==> src/design/hufd_ram.sv <==
`timescale 1ns / 1ps
// ----------------------------------------------------------------------------
// hufd_ram
// Generic single-write, single-read RAM with registered read data.
// ----------------------------------------------------------------------------
module hufd_ram #(
    parameter int WIDTH = 8,
    parameter int DEPTH = 16
) (
    input  logic                     i_clk,
    input  logic                     i_we,
    input  logic [$clog2(DEPTH)-1:0] i_waddr,
    input  logic [WIDTH-1:0]         i_wdata,
    input  logic [$clog2(DEPTH)-1:0] i_raddr,
    output logic [WIDTH-1:0]         o_rdata
);

    logic [WIDTH-1:0] r_mem [DEPTH];
    logic [WIDTH-1:0] r_rdata;

    always_ff @(posedge i_clk) begin
        if (i_we) begin
            r_mem[i_waddr] <= i_wdata;
        end
        r_rdata <= r_mem[i_raddr];
    end

    assign o_rdata = r_rdata;

endmodule

==> config.mk <==
export PLATFORM = sky130hd
export DESIGN_NAME = hufd_ram
export DESIGN_NICKNAME = d
export VERILOG_FILES = /design/src/design/hufd_ram.sv
export SDC_FILE = /design/constraint.sdc
export NUM_CORES = 1
export LEC_CHECK = 0
export BUFFER_PORTS_ARGS = -buffer_cell sky130_fd_sc_hd__buf_2
export CAP_MARGIN = 20
export CORE_AREA = 2 2 98 100
export DETAILED_ROUTE_END_ITERATION = 6
export DIE_AREA = 0 0 100 102
export GPL_TIMING_DRIVEN = 0
export PLACE_DENSITY_LB_ADDON = 0.12
export SYNTH_ARGS = -nofsm -noshare
export SYNTH_HDL_FRONTEND = slang
export SYNTH_SLANG_ARGS = --single-unit
==> constraint.sdc <==
create_clock -name i_clk -period 5.4 [get_ports i_clk]
set_clock_uncertainty 0.1 [all_clocks]
set_input_delay 1.08 -clock i_clk [delete_from_list [all_inputs] [get_ports i_clk]]
set_output_delay 1.08 -clock i_clk [all_outputs]
set_load 0.02 [all_outputs]
# [Yosys cells after proc, flatten, opt, wreduce, memory -nomap -nowiden]
# Memories as Yosys holds them, arrays and structs flattened. A register that Yosys moved wholly into a read port is not among the register bits.
# Cells that the tools add are included.
[classes] muxes=2
[op_table] op="1-bit two-way mux" n=2
[totals] register_bits=0 ramBits=128 input_bits=18 out_inout_bits=8 word_cells=3 n_memories=1
[memory_table] name="r_mem" words=16 word_bits=8 rd=1 rd_ports_with_merged_regs=1 write_ports=1 line_no="18" source="logic [WIDTH-1:0] r_mem [DEPTH];"

# [Depth between registers and ports, before layout]
[logic_depth] depth_word=2 depth_mapped=5 ltp_nobuf=3

# [Worst setup path after synthesis]
# OpenSTA, ideal clock, no wires.
[synth_path] path_type="input to register" start="in i_waddr[2]" end="mem r_mem[0][0] (enable)" setup_ns=0.383 t_arrival_ns=2.190 setup_slack_ns=2.727 path_stages=2 path_buffers=0 cell_sequence="or3b_2 nor3_1"
[synth_rtl] item="start: declaration" line_no="12" source="input logic [$clog2(DEPTH)-1:0] i_waddr,"
[synth_rtl] item="end: declaration" line_no="18"
# No word-level cell before the write port.

# [Worst setup path in the final report]
[layout_path] start="in i_waddr[2]" end="mem r_mem[3][6] (enable)"
# No word-level cell before the write port.

==> flow_metrics.env <==
export IMPL_dr_pass1_iters=5
export IMPL_worst_pin_slew_ns=0.876
export IMPL_m1WireLength_um=4100
export IMPL_grt_usage_pct=21.1
export IMPL_status="complete, no violations"
export IMPL_drive_above_1_share_pct=30.0
export IMPL_max_freq_ghz=0.420
export IMPL_wl_per_cell_um=24.1
export IMPL_fp_dieArea_um2=10200
export IMPL_antenna_found_initial=0
export IMPL_met3WireLength_um=476
export IMPL_critPathLaunchType="input pin"
export IMPL_period_share_pct=44.1
export IMPL_maxSlewViolCount=0
export IMPL_initial_core_util_pct=56.5
export IMPL_grt_max_degree=17
export IMPL_gr_total_overflow=0
export IMPL_crit_type="input pin to flop"
export IMPL_synthArstFlopShare_pct=0
export IMPL_ios=26
export IMPL_whs_ns=0.586
export IMPL_port_buffers=24
export IMPL_yosysTopAreaCell="edfxtp_1"
export IMPL_setup_slack_ns=3.02
export IMPL_synth_edff_count=128
export IMPL_cts_resized=0
export IMPL_met2WireLength_um=4860
export IMPL_hold_path_class="flop to flop"
export IMPL_die_x_um=100
export IMPL_clkTransAtPathRegs_ns=0.06
export IMPL_yosysMostFrequentCell="edfxtp_1"
export IMPL_cp_end_kind="flop"
export IMPL_wl_um=9580
export IMPL_post_cts_buffers=0
export IMPL_num_rows=35
export IMPL_place_ws_ns=2.50
export IMPL_syn_inst=229
export IMPL_synth_distinct_cells=19
export IMPL_via_count=2392
export IMPL_synth_seq_area_share_pct=77.8
export IMPL_drt_iter0_drc=202
export IMPL_ir_worst_vdd_mv=0.250
export IMPL_gp_congestion=0.671
export IMPL_synth_top_cell_area_share_pct=74.7
export IMPL_ctsHtreeMaxLevel=4
export IMPL_layout_cells_non_filler=398
export IMPL_cts_tree="done"
export IMPL_clock_latency_ns=0.51
export IMPL_vias_per_cell=6.01
export IMPL_postCtsHoldBufs=0
export IMPL_grt_first_pass_wirelength_um=14600
export IMPL_cap_violations=0
export IMPL_cp_max_fo=8
export IMPL_drc_errors=0
export IMPL_syn_area_per_cell_um2=22.5
export IMPL_cp_required_ns=5.43
export IMPL_fillerInstances=600
export IMPL_dpl_hpwl_um=6000
export IMPL_fin_tns_setup_ns=0
export IMPL_root_buffer="clkbuf_8"
export IMPL_p_leak_nw=2.04
export IMPL_yosysWarnings=0
export IMPL_synth_seq_cells=136
export IMPL_placed_cells=368
export IMPL_grt_pass1_vias=2417
export IMPL_synth_nets=247
export IMPL_setup_viol=0
export IMPL_power_density_nw_per_um2=408
export IMPL_hold_viol=0
export IMPL_numCtsBuffers=17
export IMPL_fp_coreArea_um2=9110
export IMPL_clock_path_buffers=2
export IMPL_dr_max_layer_used="met4"
export IMPL_min_period_ns=2.38
export IMPL_yosys_top_cells_count="edfxtp_1 (128), mux4_2 (18), a22oi_1 (16), mux4_1 (14), nor2_1 (13)"
export IMPL_critical_path_arrival_ns=2.41
export IMPL_numClockSinks=136
export IMPL_postRouteAntennaNets=0
export IMPL_synth_ff_type="edfxtp_1"
export IMPL_num_antenna_cells=0
export IMPL_nNetsFinal=294
export IMPL_slew_headroom_pct=41.4
export IMPL_area_growth_pct=17.0
export IMPL_die_h_um=102
export IMPL_synth_area_leaders="edfxtp_1 (75%), mux4_2 (7.9%), mux4_1 (7.1%)"
export IMPL_grt_setup_unrepaired="false"
export IMPL_syn_area_um2=5150
[flip-flops by register name (all words and copies together) (netlist names)]
| name | count |
|---|---|
| r_mem | 128 |
| o_rdata | 8 |
[worst max-delay path, stage by stage]
cell and delay [ns]:
buf_2 0.12, or3b_2 0.52, nor2_1 0.69
[cells by family after synthesis]
group / after synthesis / share of synthesized area [%]
buffers and inverters: 10 / 1.68
AO/OA/AOI/OAI: 16 / 2.33
AND/OR/NAND/NOR: 35 / 3.18
flip-flops: 136 / 77.8
multiplexers: 32 / 15.0
[report_power, final]
group          switching [W]  total, W  internal [W]  leakage (nW)
clock network       0.000409   0.00115      0.000742         0.284
registers         0.00000535   0.00119       0.00118          1.22
logic              0.0000722  0.000119     0.0000473         0.537
total               0.000486   0.00246       0.00197          2.04
[per-layer routing]
layer,vias to the layer above,track usage (%)
li1,1066,-
met1,1249,29.1
met2,64,33.3
met3,13,6.02
met4,0,6.95
met5,-,0
[layout make-up]
cell class	count	area (µm²)	share of cell area [%]
flip-flops and latches	136	4000	66.5
multi-input cells	83	1060	17.6
clock inverters	13	179	2.97
clock buffers	17	414	6.88
repair buffers	28	143	2.37
well taps	111	139	2.31
plain buffers	10	86.3	1.43
[stage by stage]
stage	power, W	instance area, µm²	util [%]
detailed placement	0.00133	5430	59.6
global route	0.00253	6020	66.1
floorplan	0.00128	5150	-
finish	0.00246	6020	66.1
CTS	0.00247	6020	66.1
global placement	0.00132	5410	59.4
[layout by cell type (no fill, tap or decap), types with 2 or more instances in the layout]
cell type / Yosys / final
a22oi_1: 16 / 16
buf_2: 3 / 30
buf_4: 1 / 2
buf_6: 3 / 3
bufinv_16: 0 / 4
clkbuf_16: 0 / 16
clkdlybuf4s25_2: 3 / 3
clkinv_2: 0 / 3
clkinvlp_4: 0 / 3
dfxtp_1: 8 / 8
edfxtp_1: 128 / 128
inv_6: 0 / 2
mux4_1: 14 / 14
mux4_2: 18 / 18
nand2_1: 9 / 9
nand2b_1: 2 / 2
nand3b_1: 2 / 2
nor2_1: 13 / 13
nor3_1: 4 / 4
[worst paths after layout]
path	start	slack, ns	cells after the start	endpoint
worst min register to register	r_mem[0][3]	0.59	3	o_rdata[3]
worst min-delay path	r_mem[0][3]	0.59	3	o_rdata[3]
worst max-delay path	i_waddr[2]	3.02	3	r_mem[3][6]
worst max register to register	r_mem[5][0]	3.90	3	o_rdata[0]
Note: power is estimated with default switching activity, not from simulation.
